$ cat config.mk
export PLATFORM = sky130hd
export DESIGN_NAME = signed_integer_to_radix_digits_unit
export DESIGN_NICKNAME = d
export VERILOG_FILES = /design/src/hw/rtl/sitrd_pkg.sv /design/src/hw/rtl/sitrd_csr.sv /design/src/hw/rtl/sitrd_div.sv /design/src/hw/rtl/signed_integer_to_radix_digits_unit.sv
export SDC_FILE = /design/constraint.sdc
export NUM_CORES = 2
export LEC_CHECK = 0
export BUFFER_PORTS_ARGS = -buffer_cell sky130_fd_sc_hd__buf_4
export CAP_MARGIN = 20
export CELL_PAD_IN_SITES_DETAIL_PLACEMENT = 1
export CELL_PAD_IN_SITES_GLOBAL_PLACEMENT = 2
export CORE_MARGIN = 1.5
export CORE_UTILIZATION = 40
export CTS_BUF_LIST = sky130_fd_sc_hd__clkbuf_4
export DETAILED_ROUTE_END_ITERATION = 16
export PLACE_DENSITY = 0.83
export SYNTH_ARGS = -nofsm -noshare
export SYNTH_HDL_FRONTEND = slang
export SYNTH_SLANG_ARGS = --single-unit
$ cat constraint.sdc
create_clock -name clock -period 19.7 [get_ports clock]
set_input_delay 3.94 -clock clock [delete_from_list [all_inputs] [get_ports clock]]
set_output_delay 3.94 -clock clock [all_outputs]
set_load 0.01 [all_outputs]
$ cat src/hw/rtl/sitrd_pkg.sv
// Shared types and constants for the signed integer to radix digits unit.
// Used by the register block, the shared divider and the top level.
`default_nettype none

package sitrd_pkg;

   localparam int MAX_SYMBOLS     = 16;
   localparam int MAX_DIGITS      = 32;
   localparam int VALUE_WIDTH     = 32;
   localparam int DIGIT_WIDTH     = $clog2(MAX_SYMBOLS);
   localparam int BASE_WIDTH      = DIGIT_WIDTH + 1;
   localparam int DEPTH_WIDTH     = $clog2(MAX_DIGITS) + 1;
   localparam int STEPS_PER_CYCLE = 8;
   localparam int DIV_CYCLES      = VALUE_WIDTH / STEPS_PER_CYCLE;
   localparam int DIV_CNT_WIDTH   = $clog2(DIV_CYCLES);

   localparam int CSR_DATA_WIDTH  = 64;
   localparam int CSR_ADDR_WIDTH  = 5;

   localparam logic [1:0] REG_BASE_SIZE    = 2'd0;
   localparam logic [1:0] REG_SYMBOLS_LOW  = 2'd1;
   localparam logic [1:0] REG_SYMBOLS_HIGH = 2'd2;

   localparam logic [7:0]            CHAR_MINUS = 8'h2D;
   localparam logic [7:0]            CHAR_PLUS  = 8'h2B;
   localparam logic [7:0]            CHAR_NUL   = 8'h00;
   localparam logic [BASE_WIDTH-1:0] MIN_BASE   = BASE_WIDTH'(2);

   typedef struct packed {
      logic [BASE_WIDTH-1:0]             base_size;
      logic [MAX_SYMBOLS-1:0][7:0]       symbols;
      logic                              valid;
   } cfg_type;

   typedef struct packed {
      logic                   done;
      logic [VALUE_WIDTH-1:0] quotient;
      logic [DIGIT_WIDTH-1:0] remainder;
   } div_result_type;

endpackage

`default_nettype wire

$ cat src/hw/rtl/sitrd_csr.sv
// Configuration registers (radix and symbol table) behind an APB-style port,
// plus the configuration validity check. Depends on sitrd_pkg.
`default_nettype none

module sitrd_csr (
   input  wire logic                                   clock,
   input  wire logic                                   reset,
   input  wire logic                                   csr_psel,
   input  wire logic                                   csr_penable,
   input  wire logic                                   csr_pwrite,
   input  wire logic [sitrd_pkg::CSR_ADDR_WIDTH-1:0]   csr_paddr,
   input  wire logic [sitrd_pkg::CSR_DATA_WIDTH-1:0]   csr_pwdata,
   output logic      [sitrd_pkg::CSR_DATA_WIDTH-1:0]   csr_prdata,
   output logic                                        csr_pready,
   output sitrd_pkg::cfg_type                          cfg
);

   logic [sitrd_pkg::BASE_WIDTH-1:0] base_size_ff;
   logic [sitrd_pkg::BASE_WIDTH-1:0] base_size_in;
   logic [63:0]                      symbols_low_ff;
   logic [63:0]                      symbols_low_in;
   logic [63:0]                      symbols_high_ff;
   logic [63:0]                      symbols_high_in;
   logic                             write_en;
   logic [1:0]                       reg_index;
   logic [sitrd_pkg::MAX_SYMBOLS-1:0][7:0] symbols;
   logic                             bad_symbol;

   assign csr_pready = 1'b1;
   assign reg_index  = csr_paddr[4:3];
   assign write_en   = csr_psel & csr_penable & csr_pwrite;
   assign symbols    = {symbols_high_ff, symbols_low_ff};

   always_comb begin
      base_size_in    = base_size_ff;
      symbols_low_in  = symbols_low_ff;
      symbols_high_in = symbols_high_ff;
      if (write_en) begin
         case (reg_index)
            sitrd_pkg::REG_BASE_SIZE: begin
               base_size_in = csr_pwdata[sitrd_pkg::BASE_WIDTH-1:0];
            end
            sitrd_pkg::REG_SYMBOLS_LOW: begin
               symbols_low_in = csr_pwdata;
            end
            sitrd_pkg::REG_SYMBOLS_HIGH: begin
               symbols_high_in = csr_pwdata;
            end
            default: begin
            end
         endcase
      end
   end

   always_ff @(posedge clock) begin
      if (reset) begin
         base_size_ff    <= '0;
         symbols_low_ff  <= '0;
         symbols_high_ff <= '0;
      end else begin
         base_size_ff    <= base_size_in;
         symbols_low_ff  <= symbols_low_in;
         symbols_high_ff <= symbols_high_in;
      end
   end

   always_comb begin
      case (reg_index)
         sitrd_pkg::REG_BASE_SIZE:    csr_prdata = 64'(base_size_ff);
         sitrd_pkg::REG_SYMBOLS_LOW:  csr_prdata = symbols_low_ff;
         sitrd_pkg::REG_SYMBOLS_HIGH: csr_prdata = symbols_high_ff;
         default:                     csr_prdata = '0;
      endcase
   end

   // Every symbol in use must be other than minus, plus and NUL and distinct from the
   // others; the pairwise compares are independent and reduce with one OR.
   always_comb begin
      bad_symbol = 1'b0;
      for (int i = 0; i < sitrd_pkg::MAX_SYMBOLS; i++) begin
         if (sitrd_pkg::BASE_WIDTH'(i) < base_size_ff) begin
            if (symbols[i] == sitrd_pkg::CHAR_MINUS || symbols[i] == sitrd_pkg::CHAR_PLUS ||
                symbols[i] == sitrd_pkg::CHAR_NUL) begin
               bad_symbol = 1'b1;
            end
            for (int j = i + 1; j < sitrd_pkg::MAX_SYMBOLS; j++) begin
               if (sitrd_pkg::BASE_WIDTH'(j) < base_size_ff && symbols[j] == symbols[i]) begin
                  bad_symbol = 1'b1;
               end
            end
         end
      end
   end

   assign cfg.base_size = base_size_ff;
   assign cfg.symbols   = symbols;
   assign cfg.valid     = (base_size_ff >= sitrd_pkg::MIN_BASE) &&
                          (base_size_ff <= sitrd_pkg::BASE_WIDTH'(sitrd_pkg::MAX_SYMBOLS)) &&
                          !bad_symbol;

endmodule

`default_nettype wire

$ cat src/hw/rtl/sitrd_div.sv
// Shared restoring divider: 32-bit dividend by a radix of at most 16,
// several quotient bits per cycle. Depends on sitrd_pkg.
`default_nettype none

module sitrd_div (
   input  wire logic                                clock,
   input  wire logic                                reset,
   input  wire logic                                start,
   input  wire logic [sitrd_pkg::VALUE_WIDTH-1:0]   dividend,
   input  wire logic [sitrd_pkg::BASE_WIDTH-1:0]    divisor,
   output sitrd_pkg::div_result_type                result
);

   logic [sitrd_pkg::VALUE_WIDTH-1:0]   work_ff;
   logic [sitrd_pkg::VALUE_WIDTH-1:0]   work_in;
   logic [sitrd_pkg::DIGIT_WIDTH-1:0]   rem_ff;
   logic [sitrd_pkg::DIGIT_WIDTH-1:0]   rem_in;
   logic [sitrd_pkg::DIV_CNT_WIDTH-1:0] cnt_ff;
   logic [sitrd_pkg::DIV_CNT_WIDTH-1:0] cnt_in;
   logic                                busy_ff;
   logic                                busy_in;
   logic                                done_ff;
   logic                                done_in;
   logic [sitrd_pkg::VALUE_WIDTH-1:0]   step_work;
   logic [sitrd_pkg::DIGIT_WIDTH-1:0]   step_rem;
   logic [sitrd_pkg::BASE_WIDTH-1:0]    trial;

   // The work register shifts dividend bits out at the top and quotient bits
   // in at the bottom; after all steps it holds the quotient.
   always_comb begin
      step_work = start ? dividend : work_ff;
      step_rem  = start ? '0 : rem_ff;
      trial     = '0;
      for (int s = 0; s < sitrd_pkg::STEPS_PER_CYCLE; s++) begin
         trial = {step_rem, step_work[sitrd_pkg::VALUE_WIDTH-1]};
         if (trial >= divisor) begin
            trial     = trial - divisor;
            step_work = {step_work[sitrd_pkg::VALUE_WIDTH-2:0], 1'b1};
         end else begin
            step_work = {step_work[sitrd_pkg::VALUE_WIDTH-2:0], 1'b0};
         end
         step_rem = trial[sitrd_pkg::DIGIT_WIDTH-1:0];
      end
   end

   always_comb begin
      work_in = work_ff;
      rem_in  = rem_ff;
      cnt_in  = cnt_ff;
      busy_in = busy_ff;
      done_in = 1'b0;
      if (start) begin
         work_in = step_work;
         rem_in  = step_rem;
         cnt_in  = sitrd_pkg::DIV_CNT_WIDTH'(1);
         busy_in = 1'b1;
      end else if (busy_ff) begin
         work_in = step_work;
         rem_in  = step_rem;
         cnt_in  = cnt_ff + 1'b1;
         if (cnt_ff == sitrd_pkg::DIV_CNT_WIDTH'(sitrd_pkg::DIV_CYCLES - 1)) begin
            busy_in = 1'b0;
            done_in = 1'b1;
         end
      end
   end

   always_ff @(posedge clock) begin
      if (reset) begin
         cnt_ff  <= '0;
         busy_ff <= 1'b0;
         done_ff <= 1'b0;
      end else begin
         cnt_ff  <= cnt_in;
         busy_ff <= busy_in;
         done_ff <= done_in;
      end
      work_ff <= work_in;
      rem_ff  <= rem_in;
   end

   assign result.done      = done_ff;
   assign result.quotient  = work_ff;
   assign result.remainder = rem_ff;

endmodule

`default_nettype wire

$ cat src/hw/rtl/signed_integer_to_radix_digits_unit.sv
// Signed integer to radix digits: a signed 32-bit value as text in a configured
// radix and symbol table. Depends on sitrd_pkg, sitrd_csr and sitrd_div.
// The divider makes one pass per digit; the digits are stacked, then sent most
// significant first; an invalid table answers in the next cycle. One item at a
// time: a new value is taken only when idle with no result held, and result
// stalls hold the output. Sync reset clears control and count.
`default_nettype none

module signed_integer_to_radix_digits_unit (
   input  wire logic                                   clock,
   input  wire logic                                   reset,
   input  wire logic                                   req_valid,
   output logic                                        req_ready,
   input  wire logic signed [sitrd_pkg::VALUE_WIDTH-1:0] req_value,
   output logic                                        rsp_valid,
   input  wire logic                                   rsp_ready,
   output logic      [7:0]                             rsp_out_char,
   output logic                                        rsp_char_valid,
   output logic                                        rsp_last_char,
   output logic      [31:0]                            rsp_running_count,
   input  wire logic                                   csr_psel,
   input  wire logic                                   csr_penable,
   input  wire logic                                   csr_pwrite,
   input  wire logic [sitrd_pkg::CSR_ADDR_WIDTH-1:0]   csr_paddr,
   input  wire logic [sitrd_pkg::CSR_DATA_WIDTH-1:0]   csr_pwdata,
   output logic      [sitrd_pkg::CSR_DATA_WIDTH-1:0]   csr_prdata,
   output logic                                        csr_pready
);

   typedef enum logic [1:0] {
      ST_IDLE,
      ST_DIVIDE,
      ST_SIGN,
      ST_EMIT
   } state_type;

   sitrd_pkg::cfg_type         cfg;
   sitrd_pkg::div_result_type  div_res;

   state_type                           state_ff;
   state_type                           state_in;
   logic [sitrd_pkg::DEPTH_WIDTH-1:0]   depth_ff;
   logic [sitrd_pkg::DEPTH_WIDTH-1:0]   depth_in;
   logic [sitrd_pkg::DEPTH_WIDTH-1:0]   depth_dec;
   logic                                neg_ff;
   logic                                neg_in;
   logic [31:0]                         count_ff;
   logic [31:0]                         count_in;
   logic                                rsp_valid_ff;
   logic                                rsp_valid_in;
   logic [7:0]                          rsp_char_ff;
   logic [7:0]                          rsp_char_in;
   logic                                rsp_cvalid_ff;
   logic                                rsp_cvalid_in;
   logic                                rsp_last_ff;
   logic                                rsp_last_in;
   logic [31:0]                         rsp_count_ff;
   logic [31:0]                         rsp_count_in;
   logic [sitrd_pkg::DIGIT_WIDTH-1:0]   digit_stack [sitrd_pkg::MAX_DIGITS];
   logic                                push;
   logic                                accept;
   logic                                slot_free;
   logic                                div_start;
   logic [sitrd_pkg::VALUE_WIDTH-1:0]   magnitude;
   logic [sitrd_pkg::VALUE_WIDTH-1:0]   div_dividend;
   logic [sitrd_pkg::DIGIT_WIDTH-1:0]   top_digit;

   sitrd_csr u_csr (
      .clock       (clock),
      .reset       (reset),
      .csr_psel    (csr_psel),
      .csr_penable (csr_penable),
      .csr_pwrite  (csr_pwrite),
      .csr_paddr   (csr_paddr),
      .csr_pwdata  (csr_pwdata),
      .csr_prdata  (csr_prdata),
      .csr_pready  (csr_pready),
      .cfg         (cfg)
   );

   sitrd_div u_div (
      .clock    (clock),
      .reset    (reset),
      .start    (div_start),
      .dividend (div_dividend),
      .divisor  (cfg.base_size),
      .result   (div_res)
   );

   assign req_ready  = (state_ff == ST_IDLE) && !rsp_valid_ff;
   assign accept     = req_valid && req_ready;
   assign slot_free  = !rsp_valid_ff || rsp_ready;
   // Negation in 32 unsigned bits keeps the most negative value exact.
   assign magnitude  = req_value[sitrd_pkg::VALUE_WIDTH-1] ? (32'd0 - 32'(req_value))
                                                            : 32'(req_value);
   assign div_dividend = (state_ff == ST_IDLE) ? magnitude : div_res.quotient;
   assign div_start  = (accept && cfg.valid) ||
                       (state_ff == ST_DIVIDE && div_res.done && div_res.quotient != '0);
   assign push       = (state_ff == ST_DIVIDE) && div_res.done;
   assign depth_dec  = depth_ff - 1'b1;
   assign top_digit  = digit_stack[depth_dec[sitrd_pkg::DEPTH_WIDTH-2:0]];

   always_comb begin
      state_in      = state_ff;
      depth_in      = depth_ff;
      neg_in        = neg_ff;
      count_in      = count_ff;
      rsp_valid_in  = rsp_valid_ff && !rsp_ready;
      rsp_char_in   = rsp_char_ff;
      rsp_cvalid_in = rsp_cvalid_ff;
      rsp_last_in   = rsp_last_ff;
      rsp_count_in  = rsp_count_ff;
      case (state_ff)
         ST_IDLE: begin
            if (accept) begin
               neg_in   = req_value[sitrd_pkg::VALUE_WIDTH-1];
               depth_in = '0;
               if (cfg.valid) begin
                  state_in = ST_DIVIDE;
               end else begin
                  rsp_valid_in  = 1'b1;
                  rsp_char_in   = sitrd_pkg::CHAR_NUL;
                  rsp_cvalid_in = 1'b0;
                  rsp_last_in   = 1'b1;
                  rsp_count_in  = count_ff;
               end
            end
         end
         ST_DIVIDE: begin
            if (div_res.done) begin
               depth_in = depth_ff + 1'b1;
               if (div_res.quotient == '0) begin
                  state_in = neg_ff ? ST_SIGN : ST_EMIT;
               end
            end
         end
         ST_SIGN: begin
            if (slot_free) begin
               count_in      = count_ff + 32'd1;
               rsp_valid_in  = 1'b1;
               rsp_char_in   = sitrd_pkg::CHAR_MINUS;
               rsp_cvalid_in = 1'b1;
               rsp_last_in   = 1'b0;
               rsp_count_in  = count_ff + 32'd1;
               state_in      = ST_EMIT;
            end
         end
         ST_EMIT: begin
            if (slot_free) begin
               depth_in      = depth_dec;
               count_in      = count_ff + 32'd1;
               rsp_valid_in  = 1'b1;
               rsp_char_in   = cfg.symbols[top_digit];
               rsp_cvalid_in = 1'b1;
               rsp_last_in   = (depth_dec == '0);
               rsp_count_in  = count_ff + 32'd1;
               if (depth_dec == '0) begin
                  state_in = ST_IDLE;
               end
            end
         end
         default: begin
            state_in = ST_IDLE;
         end
      endcase
   end

   always_ff @(posedge clock) begin
      if (reset) begin
         state_ff     <= ST_IDLE;
         depth_ff     <= '0;
         count_ff     <= '0;
         rsp_valid_ff <= 1'b0;
      end else begin
         state_ff     <= state_in;
         depth_ff     <= depth_in;
         count_ff     <= count_in;
         rsp_valid_ff <= rsp_valid_in;
      end
      neg_ff        <= neg_in;
      rsp_char_ff   <= rsp_char_in;
      rsp_cvalid_ff <= rsp_cvalid_in;
      rsp_last_ff   <= rsp_last_in;
      rsp_count_ff  <= rsp_count_in;
      if (push) begin
         digit_stack[depth_ff[sitrd_pkg::DEPTH_WIDTH-2:0]] <= div_res.remainder;
      end
   end

   assign rsp_valid         = rsp_valid_ff;
   assign rsp_out_char      = rsp_char_ff;
   assign rsp_char_valid    = rsp_cvalid_ff;
   assign rsp_last_char     = rsp_last_ff;
   assign rsp_running_count = rsp_count_ff;

   a_empty_is_last: assert property (@(posedge clock) disable iff (reset)
      rsp_valid && !rsp_char_valid |-> rsp_last_char)
      else $error("empty result without last flag");

   a_idle_stack_empty: assert property (@(posedge clock) disable iff (reset)
      state_ff == ST_IDLE |-> depth_ff == '0)
      else $error("digit stack not drained when idle");

   a_div_done_in_divide: assert property (@(posedge clock) disable iff (reset)
      div_res.done |-> state_ff == ST_DIVIDE)
      else $error("divider finished outside the divide phase");

   a_depth_bound: assert property (@(posedge clock) disable iff (reset)
      depth_ff <= sitrd_pkg::DEPTH_WIDTH'(sitrd_pkg::MAX_DIGITS))
      else $error("digit stack overflow");

endmodule

`default_nettype wire

; ---- After elaboration in Yosys (flattened, before gate mapping)
; Memory sizes are Yosys's and may differ from the RTL's.
; Cells that the tools add are included.
[word_totals]
output_inout_bits = 109
inputBits = 108
mem_count = 1
ram_bits = 128
elab_cells = 653
regBits = 257
[mem_list]
columns = memory, depth, word_bits, read_ports, rd_clocked_by_memory_dff, wr, line
row1 = digit_stack, 32, 4, 1, 0, 1, signed_integer_to_radix_digits_unit.sv:59  ; logic [sitrd_pkg::DIGIT_WIDTH-1:0] digit_stack [sitrd_pkg::MAX_DIGITS];
[classes]
addsub = 13
reduce_logical = 202
n_bitwise = 3
n_eq_ne = 167
magnitude_cmp = 27
muxes = 222
[ops]
columns = cell, n
row1 = 8-bit equality test, 120
row2 = "8-bit by 6-bit equality test with 1-bit output, second input constant", 32
row3 = 32-bit two-way mux, 8
row4 = 64-bit one-hot mux with 3 select lines, 1
row5 = 1-bit two-way mux, 179
row6 = 1-bit logical AND, 128
row7 = 8-bit logical NOT, 16
row8 = 32-bit one-hot mux with 2 select lines, 1
row9 = 4-bit two-way mux, 11
row10 = 5-bit greater-or-equal comparator, 8
row11 = "4-bit by 5-bit less-than comparator with 1-bit output, first input constant", 8
row12 = 8-bit two-way mux, 5
row13 = 1-bit logical OR, 34
row14 = "32-bit by 1-bit adder with 32-bit output, second input constant", 1
row15 = 8-bit binary-select mux with 4-bit select, 1
row16 = 32-bit logical NOT, 1
row17 = 32-bit nonzero test, 1
row18 = "1-bit by 32-bit subtractor with 32-bit output, first input constant", 1
row19 = 4-bit subtractor, 8
row20 = 8-bit one-hot mux with 3 select lines, 1
row21 = "3-bit by 5-bit less-than comparator with 1-bit output, first input constant", 4
row22 = 6-bit two-way mux, 3
row23 = 6-bit one-hot mux with 3 select lines, 1
row24 = 2-bit two-way mux, 7
row25 = 28 further kinds, 54

; ---- Logic depth before layout (Yosys ltp)
[depth]
word_depth = 178
depth_mapped = 84
mapped_depth_nobuf = 77

; ---- Modules after synthesis
; From an unflattened synthesis, not the netlist that was laid out.
[hier_totals]
cells_unflattened = 3705
area_unflattened_um2 = 33161.8
[modules_own_cells]
columns = module, seq_area_each_um2, area_per_inst_um2, instances, cells_each
row1 = sitrd_csr, 2662.6, 18133.6, 1, 2414
row2 = signed_integer_to_radix_digits_unit, 5955.7, 11342.1, 1, 946
row3 = sitrd_div, 1161.1, 3686.0, 1, 345

; ---- Worst setup path after synthesis
; No wires, ideal clock.
[synth_path]
path_type = input to register
start = in req_value[9] (netlist name)
end = reg u_div.rem_ff[3] (netlist name), data pin
t_required_ns = 19.438
arrival_time_ns = 18.003
n_path_buf = 5
path_slack_ns = 1.434
cell_stages = 75
setup_time_ns = 0.262
path_cell_list = or4_4 or3_1 or3_1 or4_1 buf_2 nor2_2 nand2_1 nor4b_1 mux2_2 inv_1 ha_1 nand2b_1 a21oi_1 o22ai_1 nand4_1 a32oi_1 clkbuf_1 mux2i_1 (+39 left out) nor2b_1 clkinv_1 o21ai_0 ha_1 o21ai_0 a21boi_0 o21ai_0 nand2b_1 a21oi_1 mux2i_1 ha_1 a21o_1 a21oi_1 a21boi_0 o21ai_0 nand2b_1 clkbuf_1 mux2_1
[synth_between]
elab_chain_cells = 22
elab_cells_between_ends = 30
cone_classes = add/sub (9) / order compare (8) / mux (13)
[synth_lines]
columns = item, line
row1 = "start, declared", signed_integer_to_radix_digits_unit.sv:14  ; input wire logic signed [sitrd_pkg::VALUE_WIDTH-1:0] req_value,
row2 = 1-bit by 32-bit subtractor with 32-bit output *, signed_integer_to_radix_digits_unit.sv:94  ; assign magnitude = req_value[sitrd_pkg::VALUE_WIDTH-1] ? (32'd0 - 32'(req_value))
row3 = 32-bit two-way mux *, signed_integer_to_radix_digits_unit.sv:94
row4 = 32-bit two-way mux *, signed_integer_to_radix_digits_unit.sv:96  ; assign div_dividend = (state_ff == ST_IDLE) ? magnitude : div_res.quotient;
row5 = 32-bit two-way mux *, sitrd_div.sv:31  ; step_work = start ? dividend : work_ff;
row6 = 4-bit subtractor / 5-bit greater-or-equal comparator (equally long branches), "sitrd_div.sv:37, sitrd_div.sv:36"
row7 = 4-bit two-way mux, sitrd_div.sv:36  ; if (trial >= divisor) begin
row8 = 4-bit subtractor / 5-bit greater-or-equal comparator (equally long branches), "sitrd_div.sv:37, sitrd_div.sv:36"
row9 = 4-bit two-way mux, sitrd_div.sv:36
row10 = (+7 left out), --
row11 = 4-bit two-way mux, sitrd_div.sv:36
row12 = 4-bit subtractor / 5-bit greater-or-equal comparator (equally long branches), "sitrd_div.sv:37, sitrd_div.sv:36"
row13 = 4-bit two-way mux, sitrd_div.sv:36
row14 = 4-bit subtractor / 5-bit greater-or-equal comparator (equally long branches), "sitrd_div.sv:37, sitrd_div.sv:36"
row15 = 4-bit two-way mux *, sitrd_div.sv:36
row16 = 4-bit two-way mux, sitrd_div.sv:57  ; end else if (busy_ff) begin
row17 = 4-bit two-way mux *, sitrd_div.sv:52  ; if (start) begin
row18 = named net u_div.rem_in (one bit), sitrd_div.sv:17  ; logic [sitrd_pkg::DIGIT_WIDTH-1:0] rem_in;
row19 = "end signal, assigned", sitrd_div.sv:79  ; rem_ff <= rem_in;
row20 = "end, declared", sitrd_div.sv:16  ; logic [sitrd_pkg::DIGIT_WIDTH-1:0] rem_ff;
; Mark *: on every way through the listed nets, which the timed path passes. The rest lies on a longest branch. The select of a mux whose other input is x is not followed.
; A chain may end at the register's enable or synchronous reset.

; ---- Worst setup path in the final report
; Ends and elaborated chain as after synthesis.

==> results.toml <==
[floorplanning]
die-area_um2 = 83200
core_area_um2 = 80500
ioPinCount = 217
num_rows = 104
dieWidth_um = 289
initial_core_util_pct = 40.5
dieHeight_um = 289

[routing]
drt-total-wl_um = 134000
firstDrtPassIters = 7
vias = 30200
drc = 0
via_per_inst = 6.07
drt_iter0_markers = 3233
wl_per_cell_um = 26.9
ant_nets = 0

[global_route]
met2_usage_pct = 48.0
grt_pass1_vias = 30500
grt-busiest-layer = "met2"
grt_max_degree = 109
grt_antenna_before_repair = 7
use_met1_pct = 43.2
use_met3_pct = 7.25
grt-ovfl-total = 0
grt_pass1_wl_um = 197000
grt_usage_pct = 31.6

[timing]
finClkSkew_ps = 94.3
min_period_ps = 18130
drv_slew = 0
finalCritPeriodShare_pct = 92.0
fin_setup_tns_ps = 0
max_freq_ghz = 0.0552
hold_viol = 0
whs_ps = 453
setup_violations = 0
slew_headroom_pct = 31.3
rsz0062_at_grt = "false"
worst_slew_pin_slew_ps = 1020

[clocking]
cts_buffer_depth = 3
clock-root-buffer = "clkbuf_4"
cts_htree_levels = 3
cts_tree = "built"
clk_pin_slew_ps = 60
cts_inserted_buffers = 106
post_cts_buffers = 0
clock-sinks = 385
clock_latency_ps = 960

[logic_synthesis]
ys.flop_type = "edfxtp_1"
synthArstFlopShare_pct = 0
syn_area_per_cell_um2 = 8.75
synth_area_um2 = 32600
yosysUniqueCellTypes = 79
synth_edf_count = 207
synth_cells = 3727
synth_warnings = 0
seq_area_frac_synth_pct = 30.0
ys_seq_elements = 385
syn_nets = 3894

[critical_path]
end_kind = "flip-flop"
cp.required_ps = 20360
arrival_ps = 18790
critical_path.max_stage_delay_ps = 560
critPathKind = "primary input to flip-flop"
start_kind = "primary input"
crit_slowest_cell = "or4_1"
critPathMaxFanout = 14

[cells_and_area]
final_cell_mix = "627 x xnor2_1, 453 x xor2_1, 384 x buf_4, 383 x nand2_1, 208 x a21oi_1"
post-route-util_pct = 45.3
area_growth_pct = 11.8
fin_nets = 3996
drive_gt1_share_pct = 16.3
layout_commonest_cell = "xnor2_1"
fillers = 9373

[placed_design]
place.gp.congestion = 0.961
dp_hpwl_um = 85500
portBuffers = 212

[run_status]
status = "complete, no violations"

[power]
power.total_mw = 7.71
leakagePower_nw = 14.9
powerDensity_nw_per_um2 = 211
ir_drop_v = 0.000872

[hold_path]
hp-class = "flip-flop to flip-flop"

[run]
cap_violations = 0
## path summary, 6_finish.rpt
kind | startpoint | to | slack, ps | depth (start not counted)
setup / recovery | req_value[9] | u_div.rem_ff[3]$_DFFE_PP_ | 1570 | 74
hold / removal | u_csr.symbols_low_ff[25]$_SDFFE_PP0P_ | u_csr.symbols_low_ff[25]$_SDFFE_PP0P_ | 450 | 2
setup reg to reg | u_csr.base_size_ff[4]$_SDFFE_PP0P_ | u_div.rem_ff[3]$_DFFE_PP_ | 2780 | 76
hold reg to reg | u_csr.symbols_low_ff[25]$_SDFFE_PP0P_ | u_csr.symbols_low_ff[25]$_SDFFE_PP0P_ | 450 | 2
## what timing repair did
item	CTS	global route
setup endpoints to repair	0	4
gates resized for setup	0	3
hold endpoints to repair	0	0
hold buffers	0	0
## cells in the mapped netlist (all sizes together) (13+ instances only)
library cell / number / area, µm²
nor3: 88 / 445
nor2b: 36 / 225
a22o: 60 / 526
o31ai: 15 / 118
o22ai: 14 / 87.6
xnor2: 627 / 5490
inv: 46 / 173
nor2: 135 / 509
nand3: 83 / 415
clkbuf: 107 / 402
ha: 52 / 651
nor4: 118 / 738
mux2: 15 / 173
a31oi: 19 / 119
or3: 27 / 169
buf: 286 / 1450
o21ai: 76 / 380
nand4: 171 / 1070
or4: 21 / 161
edfxtp: 207 / 6220
a211oi: 61 / 470
mux4: 33 / 743
dfxtp: 178 / 3560
nand2b: 13 / 81.3
nand2: 383 / 1440
a21oi: 210 / 1060
mux2i: 64 / 648
xor2: 453 / 3970
a21o: 19 / 143
## final cells by class
cell class                      count  area, µm²  share of cell area (%)
Multi-Input combinational cell   2900      20900                    57.3
Clock inverter                     34        180                   0.494
Timing Repair Buffer              387       2910                    7.99
Tap cell                         1060       1330                    3.64
Clock buffer                      158       1190                    3.25
Inverter                           49        184                   0.504
Sequential cell                   385       9790                    26.8
Antenna cell                        3       7.51                  0.0206
## where the power goes
group / total, mW / leakage, nW / internal, mW / switching (mW)
registers: 1.19 / 3.34 / 1.17 / 0.0140
clock network: 0.751 / 0.811 / 0.371 / 0.380
logic: 5.77 / 10.8 / 2.64 / 3.13
## kinds of logic after synthesis
logic type | share of synthesized area, %
AND/OR/NAND/NOR | 16.9
XOR/XNOR | 29.0
AO/OA/AOI/OAI | 10.6
buffers and inverters | 6.24
flip-flops | 30.0
multiplexers | 4.80
adder cells (fa/ha/maj) | 2.43
other | 0.0115
## routing by layer
metal | part of all wire [%] | up-vias
met4 | 3.7 | 6
met3 | 10 | 336
li1 | - | 13200
met1 | 42 | 15100
met2 | 44 | 1578
met5 | 0.034 | -
## flip-flops by register name, indices dropped and copies added (netlist names), 2 cells and up
name / count
count_ff: 32
depth_ff: 6
digit_stack: 128
rsp_out_char: 8
rsp_running_count: 32
state_ff: 2
u_csr.base_size_ff: 5
u_csr.symbols_high_ff: 64
u_csr.symbols_low_ff: 64
u_div.cnt_ff: 2
u_div.rem_ff: 4
u_div.work_ff: 32
## stage by stage
| step | cell area [µm²] | setup slack (ps) | instances |
|---|---|---|---|
| global route | 36500 | 170 | 4976 |
| CTS | 36400 | 1100 | 4971 |
| detailed placement | 35100 | 174 | 4779 |
| global placement | 35100 | 398 | 4779 |
| floorplan | 32600 | 1430 | 3727 |
| finish | 36500 | 1570 | 4976 |
## critical path, delay by kind of cell
kind                     cells  cell delay [ps]
AO/OA/AOI/OAI               32             5150
AND/OR/NAND/NOR             18             3900
adder cells (fa/ha/maj)      8             2420
multiplexers                 6             2030
buffers and inverters       10             1310
(Power assumes the default switching activity.)
